--- src/hw/rtl/sssr_pkg.sv ---
// Shared types and constants for the scan sweep request scheduler.
// No dependencies; used by scan_sweep_request_scheduler_top.
package sssr_pkg;

   localparam int SLOT_COUNT   = 5;
   localparam int TOP_POSITION = 32;

   localparam int POS_W      = 6;
   localparam int DIST_W     = 6;
   localparam int SLOT_IDX_W = (SLOT_COUNT > 1) ? $clog2(SLOT_COUNT) : 1;
   localparam int LOAD_CNT_W = $clog2(SLOT_COUNT + 1);

   localparam logic CMD_LOAD = 1'b0;
   localparam logic CMD_RUN  = 1'b1;

   localparam logic KIND_SERVED  = 1'b0;
   localparam logic KIND_SUMMARY = 1'b1;

   typedef struct packed {
      logic             command;
      logic [POS_W-1:0] value;
   } req_beat_type;

   typedef struct packed {
      logic              kind;
      logic [POS_W-1:0]  position;
      logic [DIST_W-1:0] distance;
      logic              last;
   } rsp_beat_type;

endpackage

--- src/hw/rtl/scan_sweep_request_scheduler_top.sv ---
// Scan sweep request scheduler: load cycle, slot scan sequencer, output register.
// A load beat is taken in the idle state. A run repeats scan passes over the slots, each
// followed by a decide step, with one pass per served request plus two (end of the upward
// and downward sweeps); a decide step that emits a result waits while the output stalls.
// A single slot compare unit serves every pass; no request is taken during a run.
// Synchronous active-high reset empties all slots, the load count and the output valid.
// Depends on sssr_pkg.
module scan_sweep_request_scheduler_top (
   input  logic                  clock,
   input  logic                  reset,
   input  logic                  req_valid,
   output logic                  req_stall,
   input  sssr_pkg::req_beat_type req_data,
   output logic                  rsp_valid,
   input  logic                  rsp_stall,
   output sssr_pkg::rsp_beat_type rsp_data
);

   typedef enum logic [1:0] {
      ST_IDLE,
      ST_SCAN,
      ST_DECIDE
   } state_type;

   localparam logic [sssr_pkg::POS_W-1:0] TOP_POS = sssr_pkg::POS_W'(sssr_pkg::TOP_POSITION);
   localparam logic [sssr_pkg::SLOT_IDX_W-1:0] LAST_IDX =
      sssr_pkg::SLOT_IDX_W'(sssr_pkg::SLOT_COUNT - 1);
   localparam logic [sssr_pkg::LOAD_CNT_W-1:0] FULL_CNT =
      sssr_pkg::LOAD_CNT_W'(sssr_pkg::SLOT_COUNT);
   localparam logic [sssr_pkg::DIST_W-1:0] DIST_MAX = '1;

   state_type state_ff, state_in;
   logic [sssr_pkg::POS_W-1:0] slots_ff [sssr_pkg::SLOT_COUNT];
   logic [sssr_pkg::POS_W-1:0] slots_in [sssr_pkg::SLOT_COUNT];
   logic [sssr_pkg::LOAD_CNT_W-1:0] load_cnt_ff, load_cnt_in;
   logic [sssr_pkg::POS_W-1:0]      pos_ff, pos_in;
   logic [sssr_pkg::DIST_W-1:0]     dist_ff, dist_in;
   logic                            down_ff, down_in;
   logic [sssr_pkg::SLOT_IDX_W-1:0] idx_ff, idx_in;
   logic                            best_vld_ff, best_vld_in;
   logic [sssr_pkg::SLOT_IDX_W-1:0] best_idx_ff, best_idx_in;
   logic [sssr_pkg::POS_W-1:0]      best_val_ff, best_val_in;
   logic                            rsp_valid_ff, rsp_valid_in;
   sssr_pkg::rsp_beat_type          rsp_data_ff, rsp_data_in;

   logic [sssr_pkg::POS_W-1:0]  cand;
   logic                        in_range;
   logic                        better;
   logic                        take;
   logic                        out_free;
   logic [sssr_pkg::POS_W-1:0]  diff;
   logic [sssr_pkg::DIST_W:0]   sum;
   logic [sssr_pkg::DIST_W-1:0] dist_next;

   assign req_stall = (state_ff != ST_IDLE);
   assign rsp_valid = rsp_valid_ff;
   assign rsp_data  = rsp_data_ff;
   assign out_free  = !rsp_valid_ff || !rsp_stall;

   // shared compare unit: one slot per cycle
   assign cand     = slots_ff[idx_ff];
   assign in_range = down_ff ? (cand <= pos_ff) : ((cand >= pos_ff) && (cand <= TOP_POS));
   assign better   = !best_vld_ff || (down_ff ? (cand > best_val_ff) : (cand < best_val_ff));
   assign take     = (cand != '0) && in_range && better;

   assign diff      = (best_val_ff >= pos_ff) ? (best_val_ff - pos_ff) : (pos_ff - best_val_ff);
   assign sum       = {1'b0, dist_ff} + (sssr_pkg::DIST_W + 1)'(diff);
   assign dist_next = sum[sssr_pkg::DIST_W] ? DIST_MAX : sum[sssr_pkg::DIST_W-1:0];

   always_comb begin
      state_in     = state_ff;
      slots_in     = slots_ff;
      load_cnt_in  = load_cnt_ff;
      pos_in       = pos_ff;
      dist_in      = dist_ff;
      down_in      = down_ff;
      idx_in       = idx_ff;
      best_vld_in  = best_vld_ff;
      best_idx_in  = best_idx_ff;
      best_val_in  = best_val_ff;
      rsp_valid_in = rsp_valid_ff && rsp_stall;
      rsp_data_in  = rsp_data_ff;
      case (state_ff)
         ST_IDLE: begin
            if (req_valid) begin
               if (req_data.command == sssr_pkg::CMD_LOAD) begin
                  if (load_cnt_ff < FULL_CNT) begin
                     slots_in[load_cnt_ff[sssr_pkg::SLOT_IDX_W-1:0]] = req_data.value;
                     load_cnt_in = load_cnt_ff + 1'b1;
                  end
               end else begin
                  pos_in      = req_data.value;
                  dist_in     = '0;
                  down_in     = 1'b0;
                  idx_in      = '0;
                  best_vld_in = 1'b0;
                  state_in    = ST_SCAN;
               end
            end
         end
         ST_SCAN: begin
            if (take) begin
               best_vld_in = 1'b1;
               best_idx_in = idx_ff;
               best_val_in = cand;
            end
            if (idx_ff == LAST_IDX) begin
               state_in = ST_DECIDE;
            end else begin
               idx_in = idx_ff + 1'b1;
            end
         end
         ST_DECIDE: begin
            if (best_vld_ff) begin
               if (out_free) begin
                  rsp_valid_in         = 1'b1;
                  rsp_data_in.kind     = sssr_pkg::KIND_SERVED;
                  rsp_data_in.position = best_val_ff;
                  rsp_data_in.distance = dist_next;
                  rsp_data_in.last     = 1'b0;
                  dist_in              = dist_next;
                  pos_in               = best_val_ff;
                  slots_in[best_idx_ff] = '0;
                  best_vld_in          = 1'b0;
                  idx_in               = '0;
                  state_in             = ST_SCAN;
               end
            end else if (!down_ff) begin
               down_in  = 1'b1;
               idx_in   = '0;
               state_in = ST_SCAN;
            end else if (out_free) begin
               rsp_valid_in         = 1'b1;
               rsp_data_in.kind     = sssr_pkg::KIND_SUMMARY;
               rsp_data_in.position = pos_ff;
               rsp_data_in.distance = dist_ff;
               rsp_data_in.last     = 1'b1;
               for (int j = 0; j < sssr_pkg::SLOT_COUNT; j++) begin
                  slots_in[j] = '0;
               end
               load_cnt_in = '0;
               state_in    = ST_IDLE;
            end
         end
         default: begin
            state_in = ST_IDLE;
         end
      endcase
   end

   always_ff @(posedge clock) begin
      if (reset) begin
         state_ff     <= ST_IDLE;
         for (int j = 0; j < sssr_pkg::SLOT_COUNT; j++) begin
            slots_ff[j] <= '0;
         end
         load_cnt_ff  <= '0;
         pos_ff       <= '0;
         dist_ff      <= '0;
         down_ff      <= 1'b0;
         idx_ff       <= '0;
         best_vld_ff  <= 1'b0;
         rsp_valid_ff <= 1'b0;
      end else begin
         state_ff     <= state_in;
         slots_ff     <= slots_in;
         load_cnt_ff  <= load_cnt_in;
         pos_ff       <= pos_in;
         dist_ff      <= dist_in;
         down_ff      <= down_in;
         idx_ff       <= idx_in;
         best_vld_ff  <= best_vld_in;
         rsp_valid_ff <= rsp_valid_in;
      end
      best_idx_ff <= best_idx_in;
      best_val_ff <= best_val_in;
      rsp_data_ff <= rsp_data_in;
   end

endmodule

--- config.mk ---
export PLATFORM = sky130hd
export DESIGN_NAME = scan_sweep_request_scheduler_top
export DESIGN_NICKNAME = d
export VERILOG_FILES = /design/src/hw/rtl/sssr_pkg.sv /design/src/hw/rtl/scan_sweep_request_scheduler_top.sv
export SDC_FILE = /design/constraint.sdc
export NUM_CORES = 1
export LEC_CHECK = 0
export ABC_AREA = 1
export BUFFER_PORTS_ARGS = -buffer_cell sky130_fd_sc_hd__buf_2
export CORE_UTILIZATION = 65
export CTS_CLUSTER_DIAMETER = 150
export CTS_CLUSTER_SIZE = 20
export DETAILED_ROUTE_END_ITERATION = 10
export GPL_ROUTABILITY_DRIVEN = 0
export GPL_TIMING_DRIVEN = 1
export PLACE_DENSITY = 0.87
export SYNTH_ARGS = -nofsm -noshare
export SYNTH_HDL_FRONTEND = slang
export SYNTH_SLANG_ARGS = --single-unit
--- constraint.sdc ---
create_clock -name clock -period 6.7 [get_ports clock]
set_clock_uncertainty 0.1 [all_clocks]
set_input_delay 0.67 -clock clock [delete_from_list [all_inputs] [get_ports clock]]
set_output_delay 0.67 -clock clock [all_outputs]
set_load 0.02 [all_outputs]
# Yosys cells after proc, flatten, opt, wreduce, memory -nomap -nowiden

Cells that the tools add are included.

Output and inout port bits: 16
Bits of input ports: 11
Memories: 0
RAM bits: 0
Bits in latches: 0
Register bits: 76
Bits in read-only memories: 0

Divide/modulo/power cells: 0
Shift-type cells: 0
Eq/ne operators: 18
Magnitude comparators: 12
$add $sub $neg: 5
Reductions and logical operators: 26
Bitwise gates (word level): 5
$mul: 0
Multiplexer cells: 67

Operator list:

| kind                 | count |
|---|---|
| $mux W30             | 7 |
| $mux W6              | 14 |
| $pmux W30 S2         | 1 |
| $mux W14             | 4 |
| $demux W6 S3         | 2 |
| $mux W3              | 11 |
| $and A30 B30 Y30     | 1 |
| $bwmux W30           | 1 |
| $not A30 Y30         | 1 |
| $pmux W6 S2          | 2 |
| $ne A2 B2 Y1 const B | 11 |
| $bmux W6 S3          | 1 |
| $mux W2              | 7 |
| $ge A4 B4 Y1 const B | 3 |
| $ge A6 B6 Y1         | 2 |
| $mux W1              | 12 |
| $ne A3 B3 Y1 const B | 4 |
| $not A3 Y4           | 3 |
| $reduce_and A6 Y1    | 2 |
| $sub A6 B6 Y6        | 2 |
| $reduce_and A5 Y1    | 2 |
| $pmux W3 S3          | 1 |
| $lt A4 B1 Y1 const B | 2 |
| $reduce_and A4 Y1    | 2 |
| other kinds (24)     | 35 |

# Logic depth before layout (Yosys ltp)

Gate-level depths: netlist of the first run.

Depth after elaboration: 11
Depth in mapped cells: 24
Mapped depth without buffers: 22

# Worst setup path before layout of the first run

Ideal clock, no wire load.

Kind: reg-to-reg
Start point: register best_val_ff[0] (netlist bit)
End point: register rsp_data_ff, in the netlist rsp_data[3], data pin
Data required time: 6.347 ns
Buffers on the path: 1
Setup slack: 3.142 ns
Clock period less this slack: 3.558 ns
Arrival: 3.205 ns
Cell stages (with the launch flop): 23
Cells stage by stage: edfxtp_1 inv_1 ha_1 inv_1 fa_1 nand2_1 nand3b_1 o21ai_1 a21oi_1 or2_0 buf_2 o21ai_0 inv_1 ha_1 inv_1 nor2_1 o21ai_1 nand2_1 a21o_1 a21oi_2 o21ai_0 nand2_1 nand2_1

Cells in the longest elaborated chain, start to end: 6
Elaborated cells between the ends (all ways): 8
Those cells by class: 3 x add/sub; 1 x order compare; 4 x mux

Ends and longest elaborated chain:

| item                                          | RTL line                                | text |
|---|---|---|
| from (decl)                                   | scan_sweep_request_scheduler_top.sv:42  | `logic [sssr_pkg::POS_W-1:0] best_val_ff, best_val_in;` |
| from (signal assigned)                        | scan_sweep_request_scheduler_top.sv:176 | `best_val_ff <= best_val_in;` |
| $sub A6 B6 Y6 or $ge A6 B6 Y1 (tied branches) | scan_sweep_request_scheduler_top.sv:66  | `assign diff = (best_val_ff >= pos_ff) ? (best_val_ff - pos_ff) : (pos_ff - best_val_ff);` |
| $mux W6 *                                     | scan_sweep_request_scheduler_top.sv:66  |  |
| $add A6 B6 Y7 *                               | scan_sweep_request_scheduler_top.sv:67  | `assign sum = {1'b0, dist_ff} + (sssr_pkg::DIST_W + 1)'(diff);` |
| $mux W6 *                                     | scan_sweep_request_scheduler_top.sv:68  | `assign dist_next = sum[sssr_pkg::DIST_W] ? DIST_MAX : sum[sssr_pkg::DIST_W-1:0];` |
| $mux W14 *                                    | scan_sweep_request_scheduler_top.sv:115 | `if (out_free) begin` |
| $mux W14 *                                    | scan_sweep_request_scheduler_top.sv:114 | `if (best_vld_ff) begin` |
| to (signal assigned)                          | scan_sweep_request_scheduler_top.sv:177 | `rsp_data_ff <= rsp_data_in;` |
| to (decl)                                     | scan_sweep_request_scheduler_top.sv:44  | `sssr_pkg::rsp_beat_type rsp_data_ff, rsp_data_in;` |

Every way passes the cells marked *; elsewhere a longest branch is shown, timed or not. The select of a mux whose other input is x is not followed.
A chain may end at the register's enable or synchronous reset.

# Worst setup path in the final report of the first run

Start point: register best_val_ff[0] (netlist bit)
End point: register rsp_data_ff, in the netlist rsp_data[2], data pin

The elaborated chain is that of the path after synthesis.

==> impl_metrics.yaml, run 1 <==
outcome:
  status: "finished with violations"
  violations: "DRC"
floorplanning:
  coreArea_mm2: 0.00649
  num_rows: 29
  die-width_um: 84.9
  start_util: 0.687
  fp.dieH_um: 84.9
  dieArea_mm2: 0.00720
  io-pin-count: 27
synth:
  ys_ff_latch: 75
  syn_inst: 603
  synthArstFlopShare: 0
  yosys.cell_types.count: 46
  ys_warn_count: 0
  synthFlopType: "dfxtp_1"
  syn_area_per_cell_um2: 7.40
  yosysSeqAreaShare: 0.386
  synth_edf_count: 22
  synth_nets: 653
  syn-cell-area_mm2: 0.00446
grt:
  antenna_found_initial: 0
  track_usage: 0.309
  grt_pass1_wl_um: 17700
  grt_pass1_vias: 4002
  grt_max_degree: 47
  grt.overflow.total: 0
timing:
  fin_tns_setup_ns: 0
  post-route-min-period_ns: 4.06
  maxSlewViolCount: 0
  post-route-period-util: 0.606
  relSlewSlack: 0.299
  finalSetupViolCount: 0
  fmax_mhz: 246
  tightest_slew_ns: 1.05
  final-hold-violation-count: 0
  rsz0062_at_grt: "false"
  finalWorstSetupSlack_ns: 2.64
worst_setup_path:
  crit_chain: "inv_1, ha_1, inv_1, fa_1, nand2_1, nand3b_1, o21ai_1, a21oi_1, or2_0, o21ai_0, inv_1, ha_1, inv_1, nor2_1, o21ai_1, nand2_1, a21o_1, a21oi_2, nand2_1, nand2_1, o21ai_0"
  path_class: "flip-flop to flip-flop"
  crit_fanout: 9
  worst_path_largest_cell_delay_ns: 0.43
  crit_arrival_ns: 4.03
  cp.required_ns: 6.67
  setup.worst_path.end_class: "flip-flop"
  start_kind: "flip-flop"
  cp_slowest_cell: "edfxtp_1"
power_and_ir_drop:
  ir_drop_mv: 0.296
  power.leakage_nw: 2.04
  power.internal_mw: 1.30
  p_clk_frac: 0.149
  sw_frac_of_total: 0.491
  seq_power_share: 0.270
  pwr_density_cell_mw_per_mm2: 529
  p_sw_mw: 1.25
  pwr-share-comb: 0.582
drt:
  route.detailed.drc: 3
  drtAntennaViolNets: 0
  drt_iter0_drc: 290
  drt_wl_total_um: 10300
  num_vias: 4113
  wl_per_cell_um: 14.6
  viasPerCell: 5.84
  first_pass_iters: 8
cells_and_area:
  layout.cells.most_common: "nand2_1"
  nets: 672
  drive_gt1_frac: 0.108
  fin_util: 0.742
  layout_common_cells: "nand2_1, a21oi_1, inv_1, dfxtp_1, nor2_1"
  area_growth_pct: 8.02
  n_antenna_cell: 0
clock_network:
  tritoncts: "done"
  ctsHoldBuffers: 0
  cts_max_level: 3
  clk_pin_slew_worst_paths_ns: 0.08
  cts_sinks: 75
  cts_buffer_depth: 2
  post_cts_resized: 0
  ctsRootBufferMaster: "clkbuf_8"
  cts_made_buffers: 9
  clk_latency_ns: 0.36
  post_cts_buffers: 0
placement:
  hpwl_um: 7550
  dp_slack_ns: 2.75
  portBuffers: 26
run:
  maxCapViolCount: 0
worst_hold_path:
  hold_path.class: "flip-flop to flip-flop"
-- area by class of cell --
cell class / instances / area [µm²]
tap: 77 / 96.3
clock buffer: 13 / 201
clock inverter: 3 / 22.5
sequential: 75 / 1720
inverter: 62 / 234
timing repair buffer: 27 / 138
multi-input combinational: 447 / 2410
fill: 508 / 1670
-- power groups by stage --
stage | combinational (mW) | sequential (mW) | clock [mW]
2_1_floorplan | 1.16 | 0.664 | 0
6_report | 1.48 | 0.688 | 0.379
5_1_grt | 1.69 | 0.701 | 0.396
4_1_cts | 1.46 | 0.684 | 0.380
3_5_place_dp | 1.45 | 0.694 | 0
3_3_place_gp | 1.39 | 0.690 | 0
-- worst paths after layout --
path,startpoint,to,slack [ns],cells after the start
min reg2reg,slots_ff[3],slots_ff[3],0.37,2
max,best_val_ff[0],rsp_data[2],2.64,21
max reg2reg,best_val_ff[0],rsp_data[2],2.64,21
min,slots_ff[3],slots_ff[3],0.37,2
-- per-stage QoR --
stage	instance area [µm²]	total power [mW]	hold WS (ns)	instances
after global routing	4820	2.78	0.387	704
after detailed placement	4600	2.14	0.353	688
final	4820	2.55	0.366	704
after global placement	4600	2.08	0.347	688
after CTS	4820	2.53	0.365	704
after floorplan	4460	1.83	0.339	603
-- synthesized netlist by cell type (all sizes together), types with 3 or more instances --
cell type / n / area share
nand2: 182 / 0.15
a21oi: 62 / 0.070
inv: 61 / 0.051
dfxtp: 53 / 0.24
nor2: 50 / 0.046
ha: 36 / 0.10
o21ai: 35 / 0.040
nand3: 31 / 0.036
edfxtp: 22 / 0.15
buf: 11 / 0.016
nor3: 11 / 0.015
clkbuf: 8 / 0.0067
a31oi: 5 / 0.0070
or2: 4 / 0.0056
xor2: 4 / 0.0078
a211oi: 3 / 0.0050
fa: 3 / 0.013
o22ai: 3 / 0.0042
xnor2: 3 / 0.0059
-- cells by family (layout without fill, tap and decap cells) --
kind of cell,Yosys count,after routing,share of synthesized area
flip-flops,75,75,0.386
buffers and inverters,81,105,0.0748
adder cells (fa/ha/maj),39,39,0.114
XOR/XNOR,7,7,0.0137
AO/OA/AOI/OAI,117,117,0.145
AND/OR/NAND/NOR,284,284,0.267
-- worst max-delay path, delay by kind of cell, from the launching register on --
family,cells,cell delay (ns)
AND/OR/NAND/NOR,7,0.87
flip-flops,1,0.43
buffers and inverters,4,0.34
adder cells (fa/ha/maj),3,0.90
AO/OA/AOI/OAI,7,1.15
-- registers in the layout (all words and copies together), names as in the netlist, 3 cells and up --
| signal | count |
|---|---|
| slots_ff | 30 |
| rsp_data | 13 |
| best_val_ff | 6 |
| dist_ff | 6 |
| pos_ff | 6 |
| best_idx_ff | 3 |
| idx_ff | 3 |
| load_cnt_ff | 3 |
-- per-layer routing --
metal	part of all wire	GRT usage	vias to the layer above	wire (µm)
li1	-	-	2028	-
met1	0.42	0.367	1889	4350
met5	0	0	-	0
met4	0.032	0.146	0	329
met3	0.060	0.0486	33	613
met2	0.49	0.551	163	5010
(Power assumes the default switching activity.)
==> run 2, diff against run 1 <==
Settings changed: CORE_UTILIZATION 65 to 61, PLACE_DENSITY 0.87 to 0.83.
Clock period 6.7 ns to 3.98 ns, I/O delays scaled along.
==> run 2 against run 1 <==
The flow now finishes without violations. Die area up 6.4%. Core utilization down 4.0 points. Setup slack worse by 2.4 ns. First-iteration DRC count down 8.3%. Cell count up 3.7%. Sequential power up 66%. Sequential share of layout area down 0.40 points. Global-route usage down 1.7 points. Design area up 1.1%. Register-to-register slack worse by 2.4 ns. Flip-flop and latch count unchanged. Non-clock buffer count up 7. Critical endpoint is now rsp_data[6]. Largest cell class unchanged. Highest routed layer unchanged.
==> impl_metrics.yaml, run 2 (same netlist as run 1, synthesis figures left out) <==
drt:
  drt-met1-wl_um: 4350
  wl_per_cell_um: 14.4
  top_layer: "met4"
  route.detailed.drc: 0
  first_pass_iters: 5
  num_vias: 4043
  viasPerCell: 5.54
  wl_met2_um: 5330
  route.met3.wl_um: 640
  drt_wl_total_um: 10500
  drt_iter0_drc: 266
  drtAntennaViolNets: 0
clock_network:
  clk_pin_slew_worst_paths_ns: 0.07
  cts_buffer_depth: 2
  cts_sinks: 75
  ctsRootBufferMaster: "clkbuf_8"
  clk_latency_ns: 0.35
  cts_made_buffers: 9
  cts_max_level: 3
  tritoncts: "done"
power_and_ir_drop:
  pwr_density_cell_mw_per_mm2: 881
  power.leakage_nw: 2.07
  ir_drop_mv: 0.440
  total_power_mw: 4.30
floorplanning:
  dieArea_mm2: 0.00767
  start_util: 0.643
  io-pin-count: 27
  die-width_um: 87.6
  num_rows: 30
  coreArea_mm2: 0.00694
  fp.dieH_um: 87.6
timing:
  finalHoldWorstSlack_ns: 0.229
  finalSetupViolCount: 0
  maxSlewViolCount: 0
  final-hold-violation-count: 0
  post-route-min-period_ns: 3.75
  relSlewSlack: 0.288
  fin_tns_setup_ns: 0
  tightest_slew_ns: 1.06
  rsz0062_at_grt: "false"
  finalWorstSetupSlack_ns: 0.234
  fmax_mhz: 267
  post-route-period-util: 0.941
run:
  maxCapViolCount: 0
cells_and_area:
  finalInstanceArea_mm2: 0.00488
  largest_reg_flops: 30
  layout.cells.most_common: "nand2_1"
  drive_gt1_frac: 0.126
  layout_common_cells: "nand2_1, a21oi_1, inv_1, dfxtp_1, nor2_1"
  top_register: "slots_ff"
  nets: 679
  area_growth_pct: 9.25
  n_antenna_cell: 0
grt:
  grt_max_degree: 47
  grt_pass1_wl_um: 17400
  track_usage: 0.292
  grt_pass1_vias: 3848
  antenna_found_initial: 0
  grt.overflow.total: 0
placement:
  dpl_cell_area_mm2: 0.00466
  dp_slack_ns: 0.0621
  hpwl_um: 7760
  portBuffers: 26
worst_setup_path:
  setup.worst_path.end_class: "flip-flop"
  path_class: "flip-flop to flip-flop"
  crit_arrival_ns: 3.75
  crit_chain: "inv_1, ha_1, inv_1, fa_1, nand2_1, nand3b_1, o21ai_2, a21oi_1, or2_4, o21ai_0, inv_1, ha_1, inv_1, nor2_2, o21ai_1, nand2_1, a21o_1, a21oi_4, nand3_1, nand2_1, nand2_1"
  worst_path_largest_cell_delay_ns: 0.40
  crit_fanout: 7
  cp_slowest_cell: "edfxtp_1"
  start_kind: "flip-flop"
  cp.required_ns: 3.99
outcome:
  status: "finished clean"
worst_hold_path:
  hold_path.class: "input port to flip-flop"
==> run 2: cell types whose count changed in the layout (fill, tap and decap cells not counted), sizes merged <==
cell | previous run | this run
clkinvlp | 1 | 0
clkbuf | 13 | 12
buf | 27 | 34
clkinv | 1 | 3
==> run 2: final cells by class <==
class,instances,area (µm²)
Tap cell,96,120
Sequential cell,75,1720
Timing Repair Buffer,34,190
Fill cell,562,2070
Inverter,62,234
Clock buffer,12,155
Clock inverter,4,22.5
Multi-Input combinational cell,447,2430
==> run 2: final timing paths <==
kind	cells past startpoint	slack, ns	start	endpoint
setup / recovery	21	0.23	best_val_ff[0]	rsp_data[6]
hold reg to reg	2	0.36	slots_ff[0]	slots_ff[0]
setup reg to reg	21	0.23	best_val_ff[0]	rsp_data[6]
hold / removal	3	0.23	rsp_stall	rsp_valid
==> run 2: what timing repair did <==
action                                  in CTS  in global routing
endpoints found under the hold margin        0                  0
resized for setup                            0                  9
endpoints found under the setup margin       0                 12
hold buffers                                 0                  0
buffers inserted                             0                  2
==> run 2: layer usage <==
layer | track usage | up-vias
met5 | 0 | -
met3 | 0.0641 | 21
met4 | 0.112 | 0
li1 | - | 2032
met2 | 0.529 | 143
met1 | 0.337 | 1847
==> run 2: critical path: cells and delay by family (launching register included) <==
kind            cells  cell delay, ns
flops               1            0.40
fa+ha+maj           3            0.89
buf+inv             4            0.30
simple gates        8            0.87
compound gates      6            0.94
==> run 2: per-stage QoR <==
| stage | utilization | std cells |
|---|---|---|
| after floorplan | - | 603 |
| after global placement | 0.671 | 712 |
| after detailed placement | 0.671 | 712 |
| after CTS | 0.697 | 728 |
| after global routing | 0.702 | 730 |
| final | 0.702 | 730 |
==> run 2: power by group <==
| group | internal (mW) | total [mW] | switching [mW] |
|---|---|---|---|
| Sequential | 0.989 | 1.14 | 0.150 |
| Combinational | 0.935 | 2.62 | 1.68 |
| Clock | 0.260 | 0.540 | 0.280 |
| Total | 2.18 | 4.30 | 2.11 |
